--- config.mk ---
export PLATFORM = sky130hd
export DESIGN_NAME = mbe_ctrl
export DESIGN_NICKNAME = d
export VERILOG_FILES = /design/src/rtl/core/mbe_pkg.sv /design/src/rtl/core/mbe_ctrl.sv
export SDC_FILE = /design/constraint.sdc
export NUM_CORES = 1
export LEC_CHECK = 0
export BUFFER_PORTS_ARGS = -buffer_cell sky130_fd_sc_hd__buf_2
export CAP_MARGIN = 10
export CORE_AREA = 10 10 47 49
export DETAILED_ROUTE_END_ITERATION = 12
export DIE_AREA = 0 0 57 59
export GPL_TIMING_DRIVEN = 1
export MAX_ROUTING_LAYER = met4
export SLEW_MARGIN = 20
export SYNTH_ARGS = -nofsm -noshare
export SYNTH_HDL_FRONTEND = slang
export SYNTH_SLANG_ARGS = --single-unit
export TNS_END_PERCENT = 20
--- constraint.sdc ---
create_clock -name clock -period 0.95 [get_ports clock]
set_input_delay 0.0475 -clock clock [delete_from_list [all_inputs] [get_ports clock]]
set_output_delay 0.0475 -clock clock [all_outputs]
set_load 0.1 [all_outputs]
--- src/rtl/core/mbe_pkg.sv ---
// Shared types and constants for the Mandelbrot escape-time unit.
// Holds the controller state type, command/status structs and register codes.
// No dependencies.
`default_nettype none

package mbe_pkg;

   // Fixed field widths and number formats.
   localparam int INT_BITS       = 5;
   localparam int SCALE_BITS     = 28;
   localparam int SCALE_FRAC     = 27;
   localparam int MAG_FRAC       = 26;
   localparam int MAG_BITS       = 32;
   localparam int STEP_BITS      = 16;
   localparam int RSP_DATA_BITS  = 48;
   localparam int CSR_INDEX_BITS = 3;
   localparam int CSR_DATA_BITS  = 28;
   localparam int MUL_DIGIT_BITS = 16;

   // Register values after reset.
   localparam int RST_BASE_ROW  = 400;
   localparam int RST_BASE_COL  = 800;
   localparam int RST_ROW_SCALE = 335544;
   localparam int RST_COL_SCALE = 335544;
   localparam int RST_MAX_ITER  = 16000;

   // Configuration register indexes.
   typedef enum logic [CSR_INDEX_BITS-1:0] {
      CSR_BASE_ROW  = 3'd0,
      CSR_BASE_COL  = 3'd1,
      CSR_ROW_SCALE = 3'd2,
      CSR_COL_SCALE = 3'd3,
      CSR_MAX_ITER  = 3'd4
   } csr_index_type;

   // Controller states.
   typedef enum logic [2:0] {
      ST_IDLE,
      ST_CMUL_RE,
      ST_CMUL_IM,
      ST_CCONV_IM,
      ST_ITER,
      ST_MWAIT,
      ST_TEST,
      ST_DONE
   } ctrl_state_type;

   // Commands from the controller to the datapath.
   typedef struct packed {
      logic capture;
      logic coord_mul;
      logic coord_imag;
      logic store_cr;
      logic store_ci;
      logic init_z;
      logic iter;
      logic step_inc;
      logic load_out;
      logic out_escaped;
   } dp_cmd_type;

   // Status from the datapath to the controller.
   typedef struct packed {
      logic mul_done;
      logic escape;
      logic last_step;
      logic limit_zero;
      logic out_free;
   } dp_status_type;

endpackage

`default_nettype wire

--- src/rtl/core/mbe_ctrl.sv ---
// Controller state machine for the Mandelbrot escape-time unit.
// Issues datapath commands and reads datapath status; depends on mbe_pkg.
`default_nettype none

module mbe_ctrl (
   input  wire logic                   clock,
   input  wire logic                   reset,
   input  wire logic                   req_tvalid,
   output logic                        req_tready,
   input  wire mbe_pkg::dp_status_type status,
   output mbe_pkg::dp_cmd_type         cmd
);

   mbe_pkg::ctrl_state_type state_ff, state_in;
   logic                    esc_ff, esc_in;

   // State and escape flag registers.
   always_ff @(posedge clock) begin
      if (reset) begin
         state_ff <= mbe_pkg::ST_IDLE;
         esc_ff   <= 1'b0;
      end else begin
         state_ff <= state_in;
         esc_ff   <= esc_in;
      end
   end

   // Next state and commands.
   always_comb begin
      state_in   = state_ff;
      esc_in     = esc_ff;
      cmd        = '0;
      req_tready = 1'b0;
      unique case (state_ff)
         mbe_pkg::ST_IDLE: begin
            req_tready = 1'b1;
            if (req_tvalid) begin
               cmd.capture = 1'b1;
               state_in    = mbe_pkg::ST_CMUL_RE;
            end
         end
         mbe_pkg::ST_CMUL_RE: begin
            cmd.coord_mul = 1'b1;
            state_in      = mbe_pkg::ST_CMUL_IM;
         end
         mbe_pkg::ST_CMUL_IM: begin
            cmd.coord_mul  = 1'b1;
            cmd.coord_imag = 1'b1;
            cmd.store_cr   = 1'b1;
            state_in       = mbe_pkg::ST_CCONV_IM;
         end
         mbe_pkg::ST_CCONV_IM: begin
            cmd.store_ci = 1'b1;
            cmd.init_z   = 1'b1;
            if (status.limit_zero) begin
               esc_in   = 1'b0;
               state_in = mbe_pkg::ST_DONE;
            end else begin
               state_in = mbe_pkg::ST_ITER;
            end
         end
         mbe_pkg::ST_ITER: begin
            cmd.iter = 1'b1;
            state_in = mbe_pkg::ST_MWAIT;
         end
         mbe_pkg::ST_MWAIT: begin
            if (status.mul_done) begin
               state_in = mbe_pkg::ST_TEST;
            end
         end
         mbe_pkg::ST_TEST: begin
            priority if (status.escape) begin
               esc_in   = 1'b1;
               state_in = mbe_pkg::ST_DONE;
            end else if (status.last_step) begin
               esc_in   = 1'b0;
               state_in = mbe_pkg::ST_DONE;
            end else begin
               cmd.step_inc = 1'b1;
               state_in     = mbe_pkg::ST_ITER;
            end
         end
         mbe_pkg::ST_DONE: begin
            if (status.out_free) begin
               cmd.load_out    = 1'b1;
               cmd.out_escaped = esc_ff;
               state_in        = mbe_pkg::ST_IDLE;
            end
         end
      endcase
   end

endmodule

`default_nettype wire

; ---- Word-level counts from Yosys, hierarchy flattened
; Index checks and enable logic that the tools add are counted.
; W data, S select, Z words.
[totals]
ff_bits = 4
input_bits = 8
[op_classes]
n_eq_ne = 12
muxes = 23
n_reduce_logical = 5
[op_table]
columns = op, n
row1 = $pmux W3 S8, 1
row2 = $eq A3 B3 Y1 const B, 4
row3 = $mux W2, 6
row4 = $mux W3, 4
row5 = $mux W1, 11
row6 = $ne A2 B2 Y1 const B, 4
row7 = $eq A3 B2 Y1 const B, 2
row8 = $reduce_and A3 Y1, 2
row9 = $eq A3 B1 Y1 const B, 1
row10 = $logic_not A3 Y1, 1
row11 = $ne A3 B3 Y1 const B, 1
row12 = $pmux W1 S2, 1
row13 = $reduce_bool A2 Y1, 1
row14 = $reduce_or A2 Y1, 1

; ---- Logic depth before layout (Yosys ltp)
; Gate-level depths: netlist (run 1).
[logic_depth]
ltp_word = 3
depth_mapped = 4
ltp_nobuf = 4

; ---- Worst setup path before layout (run 1)
; No wires, ideal clock.
[synth_timing]
path_type = reg2out
from = reg state_ff[1]
to = out cmd[7] in the netlist's numbering
arrival_ns = 3.128
t_required_ns = 0.902
slack_ns = -2.226
stages_incl_launch_ff = 4
path_buffers = 1
cell_sequence = dfxtp_1 inv_1 nor3_1 buf_4
[synth_rtl]
columns = item, line
row1 = from (decl), mbe_ctrl.sv:14  ; mbe_pkg::ctrl_state_type state_ff, state_in;
row2 = from (signal assigned), mbe_ctrl.sv:20  ; state_ff <= mbe_pkg::ST_IDLE;
row3 = from (signal assigned), mbe_ctrl.sv:23  ; state_ff <= state_in;
row4 = to (decl), mbe_ctrl.sv:11  ; output mbe_pkg::dp_cmd_type cmd

==> flow_summary.json, run 1 <==
{
  "yosys.area_share.xor_xnor": 0.02431,
  "cts_sinks": 4,
  "worstRegToRegCells": 6,
  "layout-drive-gt1-share": 0.7143,
  "min_delay_path_depth": 2,
  "ys_ff_latch": 4,
  "path_class": "reg2out",
  "synthMuxAreaShare": 0,
  "initial_utilization": 0.2571,
  "place.gp.congestion": 0.8389,
  "peakVddDrop_mv": 1.262,
  "worstPathRequired_ns": 0.90,
  "synth-compound-area-share": 0.2535,
  "clockBufferDepth": 2,
  "period_share": 1.423,
  "tritoncts": "built",
  "syn_nets": 54,
  "routed_wl_um": 1319,
  "endpoint": "cmd[6]",
  "layout.nets": 87,
  "first_iter_violations": 3,
  "r2r-start": "state_ff[0]$_SDFFE_PP0P_",
  "grt_pass1_vias": 499,
  "netlist_instances": 46,
  "vias": 461,
  "clk_latency_ns": 0.25,
  "tightest_slew_ns": 0.2562,
  "rows": 14,
  "final_core_util": 0.5786,
  "synth_edf_count": 0,
  "synth_top_area_frac": 0.2222,
  "num-fill-cells": 123,
  "netlist_top_cells_area": "dfxtp_1 22%, buf_6 9.4%, a221oi_2 8.3%, buf_4 4.2%, inv_1 4.2%",
  "fmax_mhz": 739.5,
  "timing.rr.end": "state_ff[0]$_SDFFE_PP0P_",
  "fp.dieH_um": 59,
  "synthTopCellsByCount": "4 x dfxtp_1, 4 x inv_1, 4 x nand2_1, 4 x nor2_1, 3 x buf_6",
  "cp.arrival_ns": 1.30,
  "io_buffers": 18,
  "seq_area_frac_synth": 0.2222,
  "vias_per_cell": 4.957,
  "grtUsageTotal": 0.08659,
  "slew_headroom": 0.8274,
  "clkTransAtPathRegs_ns": 0.04,
  "gr-total-overflow": 0,
  "cellPowerDensity_mw_per_mm2": 1763,
  "period_needed_ns": 1.352,
  "crit_path_start": "state_ff[0]$_SDFFE_PP0P_",
  "drv_slew": 0,
  "grt_start_max_net_pins": 10,
  "critPathMaxFanout": 7,
  "synthArstFlopShare": 0,
  "postSynthAreaPerCell_um2": 7.834,
  "clockRootBuffer": "clkbuf_4",
  "antennaDiodeCount": 0,
  "wl_per_cell_um": 14.18,
  "yosys_warnings": 0,
  "finalHoldViolCount": 0,
  "synth-main-ff-cell": "dfxtp_1",
  "synth_top_family_by_area": "simple AND/OR/NAND/NOR gates",
  "synth_adder_area_share": 0,
  "rrSetupSlack_ns": -0.30,
  "syn_area_um2": 360.3,
  "netlist-cell-type-count": 25,
  "status": "finished with violations",
  "ant_nets": 0,
  "die_w_um": 57,
  "grt_first_pass_wirelength_um": 2242,
  "clock_skew_ns": 0.006462,
  "finalSetupViolations": 15,
  "pin_count": 19,
  "rsz0062_at_grt": "true",
  "hp-class": "in2reg",
  "die_area_mm2": 0.003363,
  "antenna_found_initial": 0,
  "cellLeakagePower_uw": 0.0003455,
  "cts_hold_buf": 0,
  "area_growth_pct": 125.0,
  "fin_setup_tns_ns": -4.246,
  "synth_top_area_cell": "dfxtp_1",
  "startpoint_type": "flip-flop",
  "h-tree-depth": 1,
  "maxCapViolCount": 0,
  "dr.pass1.iters": 4,
  "cts_buffers": 3,
  "setup_slack_ns": -0.4022,
  "coreArea_mm2": 0.001401,
  "dp_hpwl_um": 1034,
  "synthSimpleGateAreaFrac": 0.3229,
  "failed_checks": "negative setup slack",
  "route.detailed.drc": 0,
  "worst_setup_path_end_kind": "primary output",
  "fin_total_pwr_uw": 1430
}
-- kinds of logic after synthesis --
group | after synthesis
flops | 4
xor+xnor | 1
compound gates | 11
simple gates | 21
buf+inv | 9
-- per-stage QoR --
stage	cells	hold slack [ns]	setup WS, ns	cell area [um^2]
floorplan	46	0.1063	-0.8671	401.6
global placement	86	0.2658	-0.1856	723.2
CTS	92	0.005628	-0.4340	789.5
global route	93	0.02042	-0.4505	810.8
detailed placement	86	0.2701	-0.1919	723.2
finish	93	0.01117	-0.4022	810.8
-- cells in the final DEF, fill, tap and decap left out, drive strengths merged, types with 2 or more instances in the layout --
master,count
a21oi,2
a221oi,2
a31oi,2
and2,2
buf,33
clkbuf,3
dfxtp,4
inv,4
nand2,5
nor2,5
nor2b,2
nor3,3
o21ai,2
-- repair_timing --
action / in CTS / in global routing
resized for setup: 7 / 4
pin swaps: 7 / 2
setup buffers: 3 / 1
setup endpoints to repair: 15 / 15
-- per-layer routing --
layer / global-route usage / up-vias / share of wire
met2: 0.1504 / 13 / 0.54
met1: 0.07473 / 224 / 0.37
met5: - / - / 0
met4: 0.04027 / 0 / 0.017
li1: - / 220 / -
met3: 0.04936 / 4 / 0.077
-- area by class of cell --
| type | count | area [um^2] | area share |
|---|---|---|---|
| tap | 16 | 20.02 | 0.02469 |
| multi-input combinational | 33 | 272.8 | 0.3364 |
| clock buffer | 3 | 22.52 | 0.02778 |
| inverter | 4 | 15.01 | 0.01852 |
| timing repair buffer | 33 | 391.6 | 0.4830 |
| sequential | 4 | 88.84 | 0.1096 |
-- flip-flops by register name, indices dropped and copies added (netlist names) --
name and flops:
esc_ff 1, state_ff 3
-- power by group --
part           switching (uW)  internal, uW  leakage (uW)
clock network            84.5           142     0.0000138
logic                     570           411      0.000297
registers                31.8           190     0.0000344
-- how the worst min path moves through the flow --
stage | from | end
4_1_cts | reset | state_ff[0]$_SDFFE_PP0P_
5_1_grt | reset | state_ff[0]$_SDFFE_PP0P_
3_5_place_dp | reset | state_ff[0]$_SDFFE_PP0P_
2_1_floorplan | reset | state_ff[0]$_SDFFE_PP0P_
3_3_place_gp | reset | state_ff[0]$_SDFFE_PP0P_
6_report | reset | state_ff[0]$_SDFFE_PP0P_
-- worst max-delay path, stage by stage, from the launching register on --
cell and delay (ns):
dfxtp_4 0.36, buf_12 0.13, buf_4 0.13, nor3_4 0.21, buf_12 0.21
Note: power is estimated with default switching activity, not from simulation.
==> run 2, diff against run 1 <==
- ABC_AREA: default -> 1
- CELL_PAD_IN_SITES_DETAIL_PLACEMENT: default -> 0
- CELL_PAD_IN_SITES_GLOBAL_PLACEMENT: default -> 1
- CORE_AREA: 10 10 47 49 -> default
- CORE_MARGIN: default -> 10
- CORE_UTILIZATION: default -> 22
- DIE_AREA: 0 0 57 59 -> default
- PLACE_DENSITY_LB_ADDON: default -> 0.1
==> flow_summary.json, run 2 <==
{
  "status": "finished with violations",
  "failed_checks": "negative setup slack",
  "layout-drive-gt1-share": 0.6136,
  "largest_register_ffs": 3,
  "drv_slew": 0,
  "antenna_found_initial": 0,
  "postSynthAreaPerCell_um2": 5.538,
  "layout_common_cells": "11 x buf_12, 8 x nor2_4, 8 x inv_1, 7 x nand2_1, 7 x buf_2",
  "maxCapViolCount": 0,
  "synth-main-ff-cell": "dfxtp_1",
  "hp-class": "in2reg",
  "tritoncts": "built",
  "clockBufferDepth": 2,
  "grtUsageTotal": 0.07149,
  "seqCellArea_um2": 91.34,
  "clkTransAtPathRegs_ns": 0.04,
  "clockRootBuffer": "clkbuf_4",
  "cellLeakagePower_uw": 0.0003748,
  "fp.dieH_um": 59.19,
  "cts_buffers": 3,
  "io_buffers": 18,
  "worst_setup_path_end_kind": "primary output",
  "wl_per_cell_um": 10.86,
  "vias_per_cell": 4.317,
  "setup_slack_ns": -0.2491,
  "layout_commonest_cell": "buf_12",
  "pin_count": 19,
  "finalSetupViolations": 14,
  "cts_sinks": 4,
  "rsz0062_at_grt": "true",
  "reg.largest.list": "state_ff x3, esc_ff x1",
  "syn_area_um2": 337.8,
  "netlist-cell-type-count": 12,
  "grt_start_max_net_pins": 9,
  "fin_setup_tns_ns": -2.817,
  "die_w_um": 59.19,
  "netlist_instances": 61,
  "period_share": 1.262,
  "worstPathRequired_ns": 0.90,
  "critPathMaxFanout": 8,
  "initial_utilization": 0.2296,
  "pwr-share-clk": 0.071,
  "tightest_slew_ns": 0.1554,
  "vias": 449,
  "startpoint_type": "flip-flop",
  "synth_top_area_cell": "dfxtp_1",
  "cp.arrival_ns": 1.15,
  "power.switching_uw": 1672,
  "yosys.cell_count.top_type": "nor2_1",
  "first_iter_violations": 1,
  "p_int_uw": 1260,
  "synth_top_area_frac": 0.2370,
  "rows": 14,
  "clk_latency_ns": 0.24,
  "antennaDiodeCount": 0,
  "power_frac_comb": 0.805,
  "ant_nets": 0,
  "gr-total-overflow": 0,
  "num-fill-cells": 141,
  "seq_area_frac_synth": 0.2370,
  "grt_first_pass_wirelength_um": 1897,
  "area_growth_pct": 140.4,
  "syn_nets": 69,
  "peakVddDrop_mv": 1.696,
  "top_register": "state_ff",
  "yosys_warnings": 0,
  "grt_pass1_vias": 446,
  "synth_edf_count": 0,
  "dp_hpwl_um": 982.9,
  "route.detailed.drc": 0,
  "finalHoldViolCount": 0,
  "final_cells": 104,
  "routed_wl_um": 1129,
  "synthArstFlopShare": 0,
  "layout.nets": 98,
  "pwr-share-seq": 0.124,
  "fmax_mhz": 834.0,
  "die_area_mm2": 0.003503,
  "h-tree-depth": 1,
  "coreArea_mm2": 0.001471,
  "placed_cells": 98,
  "clock_skew_ns": 0.002131,
  "cellPowerDensity_mw_per_mm2": 3611,
  "ys_ff_latch": 4,
  "p_sw_frac": 0.5703,
  "netlist_top_cells_area": "dfxtp_1 24%, nor2_1 14%, inv_1 12%, nand3_1 12%, nand2_1 11%",
  "multi_input_area_um2": 276.5,
  "place.gp.congestion": 0.6938,
  "dr.pass1.iters": 2,
  "path_class": "reg2out",
  "synthTopCellsByCount": "13 x nor2_1, 11 x inv_1, 10 x nand2_1",
  "slew_headroom": 0.8961,
  "period_needed_ns": 1.199
}
## run 2: cells by family after synthesis
kind of cell,share of synthesized area
flip-flops,0.2370
buffers and inverters,0.2333
AND/OR/NAND/NOR,0.4852
AO/OA/AOI/OAI,0.04443
## run 2: what timing repair did
action	in CTS	in global routing
endpoints found under the setup margin	15	15
endpoints found under the hold margin	1	0
gates resized for setup	10	4
cloned	0	0
pin swaps	3	3
hold buffers	1	0
setup buffers	1	1
## run 2: power by group through the flow
stage                     registers [uW]  clock network, uW  logic, uW
after floorplan                      280                  0       1600
after global placement               314                  0       2220
after detailed placement             316                  0       2230
after CTS                            355                216       2310
after global routing                 377                221       2460
final                                364                208       2360
## run 2: routing by layer
metal	GRT usage	share of wire	routed length (um)
met1	0.07297	0.40	454
met2	0.1100	0.50	560
met3	0.02790	0.078	88
met4	0.04918	0.023	26
met5	-	0	0
## run 2: stage by stage
stage,area [um^2],util,hold WS (ns),power (uW),setup WS [ns]
after floorplan,447.9,-,0.1166,1879,-0.4000
after global placement,716.9,0.4872,0.2293,2538,-0.1569
after detailed placement,716.9,0.4872,0.2351,2546,-0.1788
after CTS,793.3,0.5391,0.09773,2878,-0.2709
after global routing,812.0,0.5519,0.1325,3062,-0.2870
final,812.0,0.5519,0.09772,2932,-0.2491
## run 2: worst paths after layout
check                              to  depth (start not counted)                      from  slack (ns)
max reg2reg  state_ff[1]$_SDFFE_PP0P_                          6  state_ff[1]$_SDFFE_PP0P_       -0.12
max                            cmd[9]                          4  state_ff[1]$_SDFFE_PP0P_       -0.25
min               esc_ff$_SDFFE_PP0P_                          3                 status[3]         0.1
min reg2reg       esc_ff$_SDFFE_PP0P_                          2       esc_ff$_SDFFE_PP0P_        0.48
## run 2: layout make-up
class,instances,share of cell area
timing repair buffer,27,0.4145
multi-input combinational,40,0.3405
sequential,4,0.1125
inverter,14,0.08012
clock buffer,3,0.02773
tap,16,0.02465
## run 2: critical path, cell delays in order, from the launching register on
cell     delay [ns]
dfxtp_4        0.37
nor2_4         0.16
nand2_4        0.09
nor2_4         0.11
buf_12         0.18
==> run 3, diff against run 2 <==
- CELL_PAD_IN_SITES_DETAIL_PLACEMENT: 0 -> 1
==> flow_summary.json, run 3 (synthesized netlist as in run 2, its figures left out) <==
{
  "status": "finished with violations",
  "failed_checks": "negative setup slack",
  "path_class": "reg2out",
  "period_needed_ns": 1.218,
  "maxCapViolCount": 0,
  "clockBufferDepth": 2,
  "cellPowerDensity_mw_per_mm2": 3617,
  "place_ws_ns": -0.2050,
  "clockRootBuffer": "clkbuf_4",
  "pin_count": 19,
  "critPathMaxFanout": 6,
  "path_cells": "nor2_4 -> nand2_4 -> nor2_4 -> buf_12",
  "placed_area_um2": 716.9,
  "layout_commonest_cell": "buf_12",
  "design_area_um2": 858.3,
  "num-fill-cells": 187,
  "slew_headroom": 0.8941,
  "antenna_found_initial": 0,
  "vias_per_cell": 4.439,
  "crit_path_top_delay_cell": "dfxtp_4",
  "cellLeakagePower_uw": 0.0003973,
  "clk_latency_ns": 0.24,
  "place.gp.congestion": 0.6938,
  "dr.pass1.iters": 1,
  "area_growth_pct": 154.1,
  "final_core_util": 0.5833,
  "top_register": "state_ff",
  "rsz0062_at_grt": "true",
  "worst_setup_path_end_kind": "primary output",
  "wl_per_cell_um": 12.83,
  "layout_common_cells": "11 x buf_12, 9 x nor2_4, 8 x inv_1, 7 x nand2_1, 7 x buf_2",
  "ant_nets": 0,
  "grt_pass1_vias": 515,
  "period_share": 1.282,
  "routed_wl_um": 1373,
  "fin_total_pwr_uw": 3105,
  "cts_sinks": 4,
  "dp_hpwl_um": 1068,
  "critPathTopFamily": "flip-flops",
  "cp.arrival_ns": 1.17,
  "rows": 14,
  "path_common_cell": "nor2_4",
  "clkTransAtPathRegs_ns": 0.04,
  "layout-drive-gt1-share": 0.6484,
  "fp.dieH_um": 59.19,
  "route.detailed.drc": 0,
  "worstPathRequired_ns": 0.90,
  "tightest_slew_ns": 0.1583,
  "startpoint_type": "flip-flop",
  "max_stage_delay_ns": 0.38,
  "vias": 475,
  "peakVddDrop_mv": 1.647,
  "reg.largest.list": "state_ff x3, esc_ff x1",
  "die_w_um": 59.19,
  "fmax_mhz": 821.3,
  "die_area_mm2": 0.003503,
  "clock_skew_ns": 0.007297,
  "io_buffers": 18,
  "grt_start_max_net_pins": 8,
  "cts_buffers": 3,
  "crit_buf_inv": 1,
  "grt_first_pass_wirelength_um": 2277,
  "largest_register_ffs": 3,
  "finalHoldViolCount": 0,
  "drv_slew": 0,
  "tritoncts": "built",
  "setup_slack_ns": -0.2676,
  "h-tree-depth": 1,
  "antennaDiodeCount": 0,
  "first_iter_violations": 0,
  "hp-class": "in2reg",
  "initial_utilization": 0.2296,
  "coreArea_mm2": 0.001471,
  "gr-total-overflow": 0,
  "grtUsageTotal": 0.08337,
  "finalSetupViolations": 14,
  "layout.nets": 100,
  "whs_ns": 0.09866
}
==> run 3: cell types whose count changed in the layout (fill, tap and decap cells not counted), sizes merged <==
cell,delta
buf,+2
clkbuf,+1
==> run 3: worst paths after layout <==
kind,cells after the start,slack (ns),to,startpoint
setup / recovery,4,-0.27,cmd[9],state_ff[0]$_SDFFE_PP0P_
setup reg to reg,8,-0.17,state_ff[1]$_SDFFE_PP0P_,state_ff[1]$_SDFFE_PP0P_
hold reg to reg,2,0.52,esc_ff$_SDFFE_PP0P_,esc_ff$_SDFFE_PP0P_
hold / removal,3,0.1,esc_ff$_SDFFE_PP0P_,status[3]
==> run 3: tightest hold or removal path, cell delays in order <==
cell     delay, ns
buf_2         0.10
nand3_1       0.07
a21oi_1       0.06
==> run 3: layer usage <==
metal  track usage  vias to the layer above  share of wire
met1       0.08743                      221           0.39
met5             -                        -              0
li1              -                      244              -
met4       0.03934                        0              0
met2        0.1367                       10           0.55
met3       0.02790                        0          0.061
==> run 3: metrics by stage <==
step                      cells  setup TNS, ns
after global routing        107         -4.173
after detailed placement     98         -2.047
after CTS                   106         -3.413
after floorplan              61         -3.262
final                       107         -3.178
after global placement       98         -1.648
==> run 3: layout make-up <==
class | count | area, um^2 | share of cell area
inverter | 14 | 65.06 | 0.07580
clock buffer | 4 | 26.28 | 0.03061
multi-input combinational | 40 | 296.5 | 0.3455
sequential | 4 | 91.34 | 0.1064
tap | 16 | 20.02 | 0.02332
timing repair buffer | 29 | 359.1 | 0.4184
==> run 3: what timing repair did <==
item	4_1_cts	5_1_grt
resized for setup	10	11
pin swaps	2	6
hold buffers	1	0
setup endpoints to repair	15	15
buffers inserted	3	1
hold endpoints to repair	1	0
==> run 3: report_power, final <==
group          leakage (uW)  internal, uW  switching (uW)
Clock             0.0000150           158            72.5
Combinational      0.000348           954            1560
Sequential        0.0000348           236             125
Total              0.000397          1350            1760
